[src/rtl/core/arf_pkg.sv]
// Shared types and constants for the AR all-pole filter core.
// No dependencies; imported by every module of the block.
package arf_pkg;

  localparam int unsigned ARF_MAX_ORDER = 4;
  localparam int unsigned COEF_REGS     = 4;
  localparam int unsigned SAMPLE_W      = 32;
  localparam int unsigned COEF_W        = 16;
  localparam int unsigned ORDER_W       = 3;
  localparam int unsigned COUNT_W       = 11;
  localparam int unsigned FRAC_SHIFT    = 14;
  localparam int unsigned ACC_W         = 51;
  localparam int unsigned PADDR_W       = 5;
  localparam int unsigned PDATA_W       = 32;

  localparam logic [COUNT_W-1:0] COUNT_MAX = '1;

  localparam logic [2:0] REG_ORDER   = 3'd0;
  localparam logic [2:0] REG_DISCARD = 3'd1;
  localparam logic [2:0] REG_COEF_0  = 3'd2;
  localparam logic [2:0] REG_COEF_1  = 3'd3;
  localparam logic [2:0] REG_COEF_2  = 3'd4;
  localparam logic [2:0] REG_COEF_3  = 3'd5;

  typedef struct packed {
    logic signed [SAMPLE_W-1:0] innovation;
    logic                       restart;
    logic                       last_sample;
  } arf_in_t;

  typedef struct packed {
    logic signed [SAMPLE_W-1:0] series_value;
    logic                       last_out;
  } arf_out_t;

  typedef struct packed {
    logic [ORDER_W-1:0]                 order;
    logic [COUNT_W-1:0]                 discard_count;
    logic [COEF_REGS-1:0][COEF_W-1:0]   coef;
  } arf_cfg_t;

  typedef enum logic [1:0] {
    ST_IDLE,
    ST_MAC,
    ST_FIN
  } arf_state_t;

endpackage

[src/rtl/core/arf_cfg.sv]
// APB-style configuration registers of the AR all-pole filter core.
// Depends on arf_pkg for register indexes and the config struct.
module arf_cfg (
  input  logic                         clk,
  input  logic                         rst_n,
  input  logic                         psel,
  input  logic                         penable,
  input  logic                         pwrite,
  input  logic [arf_pkg::PADDR_W-1:0]  paddr,
  input  logic [arf_pkg::PDATA_W-1:0]  pwdata,
  output logic [arf_pkg::PDATA_W-1:0]  prdata,
  output logic                         pready,
  output arf_pkg::arf_cfg_t            cfg
);
  import arf_pkg::*;

  arf_cfg_t   cfg_r;
  arf_cfg_t   cfg_nxt;
  logic [2:0] reg_idx;
  logic       wr_en;

  assign reg_idx = paddr[PADDR_W-1:2];
  assign wr_en   = psel & penable & pwrite;
  assign pready  = 1'b1;
  assign cfg     = cfg_r;

  always_comb begin
    cfg_nxt = cfg_r;
    if (wr_en) begin
      case (reg_idx)
        REG_ORDER:   cfg_nxt.order         = pwdata[ORDER_W-1:0];
        REG_DISCARD: cfg_nxt.discard_count = pwdata[COUNT_W-1:0];
        REG_COEF_0:  cfg_nxt.coef[0]       = pwdata[COEF_W-1:0];
        REG_COEF_1:  cfg_nxt.coef[1]       = pwdata[COEF_W-1:0];
        REG_COEF_2:  cfg_nxt.coef[2]       = pwdata[COEF_W-1:0];
        REG_COEF_3:  cfg_nxt.coef[3]       = pwdata[COEF_W-1:0];
        default:     cfg_nxt = cfg_r;
      endcase
    end
  end

  always_comb begin
    case (reg_idx)
      REG_ORDER:   prdata = PDATA_W'(cfg_r.order);
      REG_DISCARD: prdata = PDATA_W'(cfg_r.discard_count);
      REG_COEF_0:  prdata = PDATA_W'($signed(cfg_r.coef[0]));
      REG_COEF_1:  prdata = PDATA_W'($signed(cfg_r.coef[1]));
      REG_COEF_2:  prdata = PDATA_W'($signed(cfg_r.coef[2]));
      REG_COEF_3:  prdata = PDATA_W'($signed(cfg_r.coef[3]));
      default:     prdata = '0;
    endcase
  end

  always_ff @(posedge clk) begin
    if (!rst_n) begin
      cfg_r <= '0;
    end else begin
      cfg_r <= cfg_nxt;
    end
  end

endmodule

[src/rtl/core/arf_mac.sv]
// Shared multiply-accumulate unit with Q37.14 accumulator, rounding and saturation.
// Depends on arf_pkg for widths.
module arf_mac (
  input  logic                                clk,
  input  logic                                load,
  input  logic                                en,
  input  logic signed [arf_pkg::SAMPLE_W-1:0] innovation,
  input  logic signed [arf_pkg::COEF_W-1:0]   coef,
  input  logic signed [arf_pkg::SAMPLE_W-1:0] sample,
  output logic signed [arf_pkg::SAMPLE_W-1:0] result
);
  import arf_pkg::*;

  localparam int unsigned PROD_W = SAMPLE_W + COEF_W;
  localparam int unsigned SH_W   = ACC_W - FRAC_SHIFT;

  logic signed [ACC_W-1:0]  acc_r;
  logic signed [ACC_W-1:0]  acc_nxt;
  logic signed [PROD_W-1:0] prod;
  logic signed [ACC_W-1:0]  rnd;
  logic signed [SH_W-1:0]   shifted;
  logic signed [SH_W-1:0]   max_val;
  logic signed [SH_W-1:0]   min_val;

  assign prod    = coef * sample;
  assign max_val = SH_W'({1'b0, {(SAMPLE_W-1){1'b1}}});
  assign min_val = -max_val - SH_W'(1);

  always_comb begin
    acc_nxt = acc_r;
    if (load) begin
      acc_nxt = ACC_W'(innovation) <<< FRAC_SHIFT;
    end else if (en) begin
      acc_nxt = acc_r + ACC_W'(prod);
    end
  end

  always_comb begin
    rnd     = acc_r + (ACC_W'(1) <<< (FRAC_SHIFT - 1));
    shifted = SH_W'(rnd >>> FRAC_SHIFT);
    if (shifted > max_val) begin
      result = SAMPLE_W'(max_val);
    end else if (shifted < min_val) begin
      result = SAMPLE_W'(min_val);
    end else begin
      result = SAMPLE_W'(shifted);
    end
  end

  always_ff @(posedge clk) begin
    acc_r <= acc_nxt;
  end

endmodule

[src/rtl/core/autoregressive_all_pole_filter_core.sv]
// Top level of the AR all-pole filter: sequencer, history, output register.
// Depends on arf_pkg, arf_cfg and arf_mac.
//
//   port group | direction | handshake          | payload
//   in_        | input     | in_valid/in_stall  | in_data   (arf_in_t)
//   out_       | output    | out_valid/out_stall| out_data  (arf_out_t)
//   cfg_       | input     | APB psel/penable   | paddr/pwdata/prdata
//
// A request is accepted in ST_IDLE, makes p passes through the shared MAC in
// ST_MAC, p being the active order (0 to 4) or 0 while the sample index is
// below p, then ST_FIN rounds, saturates and updates the history.
// Reset clears the sequencer, sample counter, output valid and registers.
// A stalled output holds the finishing step until the output register frees.
module autoregressive_all_pole_filter_core #(
  parameter int unsigned MAX_ORDER = arf_pkg::ARF_MAX_ORDER
) (
  input  logic                                clk,
  input  logic                                rst_n,
  input  logic                                in_valid,
  output logic                                in_stall,
  input  arf_pkg::arf_in_t                    in_data,
  output logic                                out_valid,
  input  logic                                out_stall,
  output arf_pkg::arf_out_t                   out_data,
  input  logic                                cfg_psel,
  input  logic                                cfg_penable,
  input  logic                                cfg_pwrite,
  input  logic [arf_pkg::PADDR_W-1:0]         cfg_paddr,
  input  logic [arf_pkg::PDATA_W-1:0]         cfg_pwdata,
  output logic [arf_pkg::PDATA_W-1:0]         cfg_prdata,
  output logic                                cfg_pready
);
  import arf_pkg::*;

  localparam int unsigned HD    = (MAX_ORDER < COEF_REGS) ? MAX_ORDER : COEF_REGS;
  localparam int unsigned TAP_W = (HD > 1) ? $clog2(HD) : 1;
  localparam logic [ORDER_W-1:0] HD_ORD = ORDER_W'(HD);

  arf_cfg_t   cfg;
  arf_state_t state_r;
  arf_state_t state_nxt;

  logic [TAP_W-1:0]   tap_r;
  logic [TAP_W-1:0]   tap_nxt;
  logic [COUNT_W-1:0] count_r;
  logic [COUNT_W-1:0] count_nxt;
  logic [COUNT_W-1:0] idx;
  logic               emit_r;
  logic               last_r;

  logic signed [SAMPLE_W-1:0] hist_r [HD];
  logic signed [SAMPLE_W-1:0] mac_result;
  logic signed [COEF_W-1:0]   tap_coef;

  logic [ORDER_W-1:0] act_p;
  logic               accept;
  logic               tap_last;
  logic               slot_free;
  logic               fin_go;
  logic               mac_load;
  logic               mac_en;

  logic     out_valid_r;
  logic     out_valid_nxt;
  arf_out_t out_data_r;

  arf_cfg u_cfg (
    .clk     (clk),
    .rst_n   (rst_n),
    .psel    (cfg_psel),
    .penable (cfg_penable),
    .pwrite  (cfg_pwrite),
    .paddr   (cfg_paddr),
    .pwdata  (cfg_pwdata),
    .prdata  (cfg_prdata),
    .pready  (cfg_pready),
    .cfg     (cfg)
  );

  assign tap_coef = $signed(cfg.coef[2'(tap_r)]);

  arf_mac u_mac (
    .clk        (clk),
    .load       (mac_load),
    .en         (mac_en),
    .innovation (in_data.innovation),
    .coef       (tap_coef),
    .sample     (hist_r[tap_r]),
    .result     (mac_result)
  );

  assign act_p     = (cfg.order > HD_ORD) ? HD_ORD : cfg.order;
  assign accept    = in_valid & ~in_stall;
  assign idx       = in_data.restart ? '0 : count_r;
  assign tap_last  = (ORDER_W'(tap_r) + ORDER_W'(1)) == act_p;
  assign slot_free = ~out_valid_r | ~out_stall;
  assign fin_go    = (state_r == ST_FIN) & slot_free;
  assign count_nxt = (idx < COUNT_MAX) ? idx + COUNT_W'(1) : idx;

  // next state
  always_comb begin
    state_nxt = state_r;
    case (state_r)
      ST_IDLE: begin
        if (in_valid) begin
          state_nxt = (act_p != '0 && idx >= COUNT_W'(act_p)) ? ST_MAC : ST_FIN;
        end
      end
      ST_MAC: begin
        if (tap_last) begin
          state_nxt = ST_FIN;
        end
      end
      ST_FIN: begin
        if (slot_free) begin
          state_nxt = ST_IDLE;
        end
      end
      default: state_nxt = ST_IDLE;
    endcase
  end

  // sequencer outputs
  always_comb begin
    in_stall = 1'b1;
    mac_load = 1'b0;
    mac_en   = 1'b0;
    tap_nxt  = tap_r;
    case (state_r)
      ST_IDLE: begin
        in_stall = 1'b0;
        mac_load = in_valid;
        tap_nxt  = '0;
      end
      ST_MAC: begin
        mac_en  = 1'b1;
        tap_nxt = tap_r + TAP_W'(1);
      end
      ST_FIN: begin
        tap_nxt = '0;
      end
      default: begin
        in_stall = 1'b1;
      end
    endcase
  end

  always_comb begin
    out_valid_nxt = out_valid_r & out_stall;
    if (fin_go && emit_r) begin
      out_valid_nxt = 1'b1;
    end
  end

  always_ff @(posedge clk) begin
    if (!rst_n) begin
      state_r     <= ST_IDLE;
      count_r     <= '0;
      out_valid_r <= 1'b0;
      tap_r       <= '0;
    end else begin
      state_r     <= state_nxt;
      out_valid_r <= out_valid_nxt;
      tap_r       <= tap_nxt;
      if (accept) begin
        count_r <= count_nxt;
      end
    end
  end

  always_ff @(posedge clk) begin
    if (accept) begin
      emit_r  <= idx >= cfg.discard_count;
      last_r  <= in_data.last_sample;
    end
    if (fin_go) begin
      hist_r[0] <= mac_result;
      for (int i = 1; i < HD; i++) begin
        hist_r[i] <= hist_r[i-1];
      end
      if (emit_r) begin
        out_data_r.series_value <= mac_result;
        out_data_r.last_out     <= last_r;
      end
    end
  end

  assign out_valid = out_valid_r;
  assign out_data  = out_data_r;

endmodule
[config.mk]
export PLATFORM = sky130hd
export DESIGN_NAME = autoregressive_all_pole_filter_core
export DESIGN_NICKNAME = d
export VERILOG_FILES = /design/src/rtl/core/arf_pkg.sv /design/src/rtl/core/arf_cfg.sv /design/src/rtl/core/arf_mac.sv /design/src/rtl/core/autoregressive_all_pole_filter_core.sv
export SDC_FILE = /design/constraint.sdc
export NUM_CORES = 2
export LEC_CHECK = 0
export BUFFER_PORTS_ARGS = -buffer_cell sky130_fd_sc_hd__buf_2
export CAP_MARGIN = 20
export CORE_MARGIN = 5
export CORE_UTILIZATION = 40
export DETAILED_ROUTE_END_ITERATION = 8
export MAX_ROUTING_LAYER = met4
export REMOVE_ABC_BUFFERS = 1
export SYNTH_ARGS = -nofsm -noshare
export SYNTH_HDL_FRONTEND = slang
export SYNTH_SLANG_ARGS = --single-unit
[constraint.sdc]
create_clock -name clk -period 14.55 [get_ports clk]
set_input_delay 2.1825 -clock clk [delete_from_list [all_inputs] [get_ports clk]]
set_output_delay 2.1825 -clock clk [all_outputs]
set_load 0.05 [all_outputs]
**Word level (Yosys, flattened, before mapping)**

Memory sizes are Yosys's and may differ from the RTL's. A register that Yosys moved wholly into a read port is not among the register bits.
Index checks and enable logic that the tools add are counted.
W data, S select, Z words.

- Bits of input ports: 78
- Register bits: 180
- Word-level logic and storage cells: 89
- Bits in writable memories: 128
- Output and inout bits: 68
- Memories: 1

- $mul: 1
- Order comparisons: 7
- Reduce and logical (&&, ||, !) cells: 16
- Add/sub/neg operators: 5
- Bitwise operators: 8
- Muxes and demuxes: 24
- Eq/ne operators: 11

Memory list:

| name | words | width | rd ports | clocked after Yosys merged registers in | write ports | line | RTL |
|---|---|---|---|---|---|---|---|
| hist_r | 4 | 32 | 4 | 1 | 4 | autoregressive_all_pole_filter_core.sv:51 | `logic signed [SAMPLE_W-1:0] hist_r [HD];` |

Operator list:

| cell | count |
|---|---|
| $pmux W32 S6 | 1 |
| $mux W51 | 2 |
| $mux W32 | 2 |
| $add A51 B15 Y51 const B | 1 |
| $add A51 B48 Y51 | 1 |
| $mul A16 B32 Y48 | 1 |
| $gt A37 B32 Y1 const B | 1 |
| $lt A37 B32 Y1 const B | 1 |
| $bmux W16 S2 | 1 |
| $mux W11 | 2 |
| $mux W16 | 1 |
| $reduce_and A2 Y1 | 7 |
| $mux W2 | 6 |
| $add A11 B1 Y11 const B | 1 |
| $ge A11 B11 Y1 | 1 |
| $ge A11 B3 Y1 | 1 |
| $lt A11 B11 Y1 const B | 1 |
| $eq A3 B2 Y1 const B | 2 |
| $eq A3 B3 Y1 const B | 2 |
| $mux W1 | 6 |
| $ne A2 B2 Y1 const B | 3 |
| $pmux W2 S3 | 1 |
| $and A1 B1 Y1 | 5 |
| $pmux W2 S2 | 1 |
| 18 further kinds | 21 |

**Logic depth before layout (Yosys ltp)**

- Depth after elaboration: 7
- Mapped depth: 30

**Hierarchy**

Synthesis repeated with hierarchy kept, for this count alone.

- Cells, all modules: 3,312
- Area, all modules: 34,027.6 sq um

By module, submodules not included:

| module | area each (sq um) | instances | cells each | seq. area each (sq um) |
|---|---|---|---|---|
| arf_mac | 22,953.3 | 1 | 2,543 | 1,391.3 |
| autoregressive_all_pole_filter_core | 7,379.6 | 1 | 392 | 5,255.0 |
| arf_cfg | 3,694.8 | 1 | 377 | 1,561.5 |

**Worst setup path before layout**

OpenSTA, ideal clock, no wires.

- Kind: reg2reg
- Start: reg (tool-made name)
- End: reg u_mac.acc_r[35], data pin
- Data required time: 14,294 ps
- Stages on the path, launching flop included: 28
- Arrival time: 7,439 ps
- Setup time: 256 ps
- Slack: 6,855 ps
- Clock period less this slack: 7,695 ps
- Cells stage by stage: dfxtp_1 buf_2 buf_1 clkbuf_1 clkbuf_1 o21a_1 clkbuf_1 nand2_1 fa_1 inv_1 fa_1 fa_1 fa_1 fa_1 inv_1 fa_1 inv_1 ha_1 clkbuf_1 a21o_1 a221o_1 nor2_1 nand4_2 and2_2 a211o_1 o21ai_1 xnor2_1 a22o_1

RTL lines:

| item | line | RTL |
|---|---|---|
| to (signal assigned) | arf_mac.sv:51 | `acc_r <= acc_nxt;` |
| to (decl) | arf_mac.sv:17 | `logic signed [ACC_W-1:0] acc_r;` |

==> out/metrics.cfg <==
[route]
drtAntennaViolNets=0
drcViolationCount=0
vias_per_cell=5.24
wl_per_cell_microns=20.6
via_count=23772
drt_iter0_drc=1875
drt-total-wl_microns=93200
dr.pass1.iters=5

[place]
port_buffers=126
place_hpwl_microns=70800
globalplace.congestion=0.944

[power_and_ir_drop]
p_leak_uw=0.0164
p_clk_share_pct=41.4
seqPwrFrac_pct=41.7
p_int_uw=1720
vdd_ir_drop_max_uv=58.6
p_switching_uw=709
total_power_uw=2430
power_per_cell_area_nw_per_um2=66.7
switching_share_pct=29.2
pwr-share-comb_pct=16.9

[grt]
overflow=0
grt_max_degree=94
grt_pass1_vias=24851
track_usage_pct=21.7
grt_first_pass_wirelength_microns=147000
antenna_found_initial=1

[critical_path]
critical_path_required_ns=14.84
endpoint_kind=register
worstSetupPathType=reg -> reg
worstSetupStartpointType=register
crit_fanout=38
cp_data_arrival_time_ns=9.51

[timing]
timing.fmax_mhz=108
worst_clock_skew_ns=0.0203
relSlewSlack_pct=28.7
fin_tns_setup_ns=0
worst_slew_pin_slew_ns=1.06
whs_ns=0.418
setup_viol=0
finalHoldViolCount=0
final_max_slew_viol_count=0
finalCritPeriodShare_pct=63.4
min_period_ns=9.22
rsz0062_at_grt=no

[clock_tree]
clk_path_buf_depth=3
cts_resized=0
cts.clk_slew.worst_paths_ns=0.06
cts_setup_buffers=0
cts.sinks=310
ctsHoldBuffers=0
root_buffer=clkbuf_16
clk_latency_ns=0.58
cts_inserted_buffers=38
cts_tree=done
cts-htree-levels=2

[synth]
synth.largest_area_cell=fa_1
synth_area_sq_um=33600
synth_cell_types=79
syn_inst=3402
synth.most_common_cell=inv_1
ys.flop_type=edfxtp_1
synth_common_cells=inv_1 (619), fa_1 (550), nand2_1 (500)
synth.avg_cell_area_sq_um=9.89
async_flop_share_pct=0
ys_seq_area_share_pct=24.4
synth-seq-cells=310
synth_area_leaders=fa_1 (33%), edfxtp_1 (18%), inv_1 (6.9%), dfxtp_1 (6.5%), ha_1 (5.7%)
synth.top_cell.area_share_pct=32.7
synth_edf_count=200
synth_warnings=0

[floorplanning]
initial_utilization_pct=40.3
core-area_sq_um=83600
die_area_sq_um=90000
row_count=106
io_pins=146
die_w_microns=300
dieHeight_microns=300

[finish]
area_growth_pct=8.36
drive_gt1_share_pct=9.10
nets=4206
post-route-util_pct=43.6

[job]
maxCapViolations=0

[run_status]
status=finished clean

[hold_path]
holdCritPathClass=reg -> reg

worst max-delay path: stages, from the launching register on:
cell and delay, ns:
dfxtp_2 0.64, buf_4 0.59, mux2_2 0.42, o21ai_1 0.82, nor2_1 0.14, fa_1 0.55
inv_1 0.05, fa_1 0.47, inv_1 0.05, fa_1 0.52, fa_1 0.53, fa_1 0.55
inv_1 0.06, fa_1 0.52, inv_1 0.04, ha_1 0.38, nand3_2 0.16, nor4_4 0.31
o21ai_0 0.27, nand2_1 0.26, o21ai_0 0.38, o31ai_1 0.62, a21boi_0 0.20, xor2_1 0.23
o21ai_0 0.09
power groups by stage:
stage	Clock [uW]	Sequential, uW	Combinational, uW
after detailed placement	0	1030	411
after global placement	0	1030	408
after global routing	1070	1020	456
after floorplan	0	1040	251
after CTS	1040	1010	413
final	1010	1010	412
cell usage in the layout, fill, tap and decap left out, types with 17 or more instances in the layout:
master,synthesis,routed
o21a_1,26,26
fa_1,550,550
a21o_1,31,31
edfxtp_1,200,200
nand2b_1,17,17
mux4_2,27,27
dfxtp_1,110,108
nand2_1,500,499
a21boi_0,57,57
o21ai_0,127,123
and3_1,18,18
and2_1,64,64
ha_1,153,153
nand3_1,44,44
xnor2_1,47,47
mux2_2,26,26
o21ai_1,19,19
nor2b_1,73,73
xor2_1,43,43
nor2_1,197,196
buf_2,11,126
buf_4,18,33
clkbuf_16,0,38
inv_1,619,617
mux2i_1,73,73
a21oi_1,48,48
final cells by class:
cell class                 count  area, sq um
inverter                     619         2320
multi-input combinational   2296        22400
clock buffer                  45         1010
clock inverter                22          304
tap                         1080         1350
antenna                        3         7.51
fill                        8129        47100
sequential                   310         8210
timing repair buffer         160          890
state kept, by name, summed over array words and instances (netlist names), named ones only:
signal	count
hist_r	128
out_data	33
out_valid	1
tap_r	2
emit_r	1
count_r	11
last_r	1
state_r	2
u_cfg.cfg	78
u_mac.acc_r	51
cells by family after synthesis:
| logic type | after synthesis | synth area share (%) |
|---|---|---|
| simple gates | 983 | 13.2 |
| xor+xnor | 90 | 2.34 |
| other cells | 1 | 0.0111 |
| flops | 310 | 24.4 |
| fa+ha+maj | 703 | 38.4 |
| mux | 126 | 4.85 |
| buf+inv | 796 | 9.26 |
| compound gates | 393 | 7.54 |
per-stage QoR:
stage	area, sq um	worst slack (ns)	std cells
detailed placement	35100	5.48	4465
finish	36400	5.33	4535
global route	36400	5.10	4533
global placement	35100	5.42	4463
CTS	36400	5.43	4532
floorplan	32800	-2.13	3225
per-layer routing:
layer | GRT usage (%) | vias to the layer above | wire [microns]
met5 | - | - | 0
met4 | 6.81 | 0 | 3350
met3 | 4.27 | 184 | 7030
met2 | 34.2 | 835 | 43600
met1 | 28.5 | 12036 | 39300
li1 | - | 10717 | -
final timing paths:
path                                       start                        end  slack (ns)  cells past startpoint
worst max-delay path                    register  u_mac.acc_r[36]$_DFFE_PP_        5.33                     24
worst min-delay path            last_r$_DFFE_PP_      out_data[0]$_DFFE_PP_        0.42                      0
worst max register to register          register  u_mac.acc_r[36]$_DFFE_PP_        5.33                     24
worst min register to register  last_r$_DFFE_PP_      out_data[0]$_DFFE_PP_        0.42                      0
No activity file was read; power rests on OpenSTA's default activity.
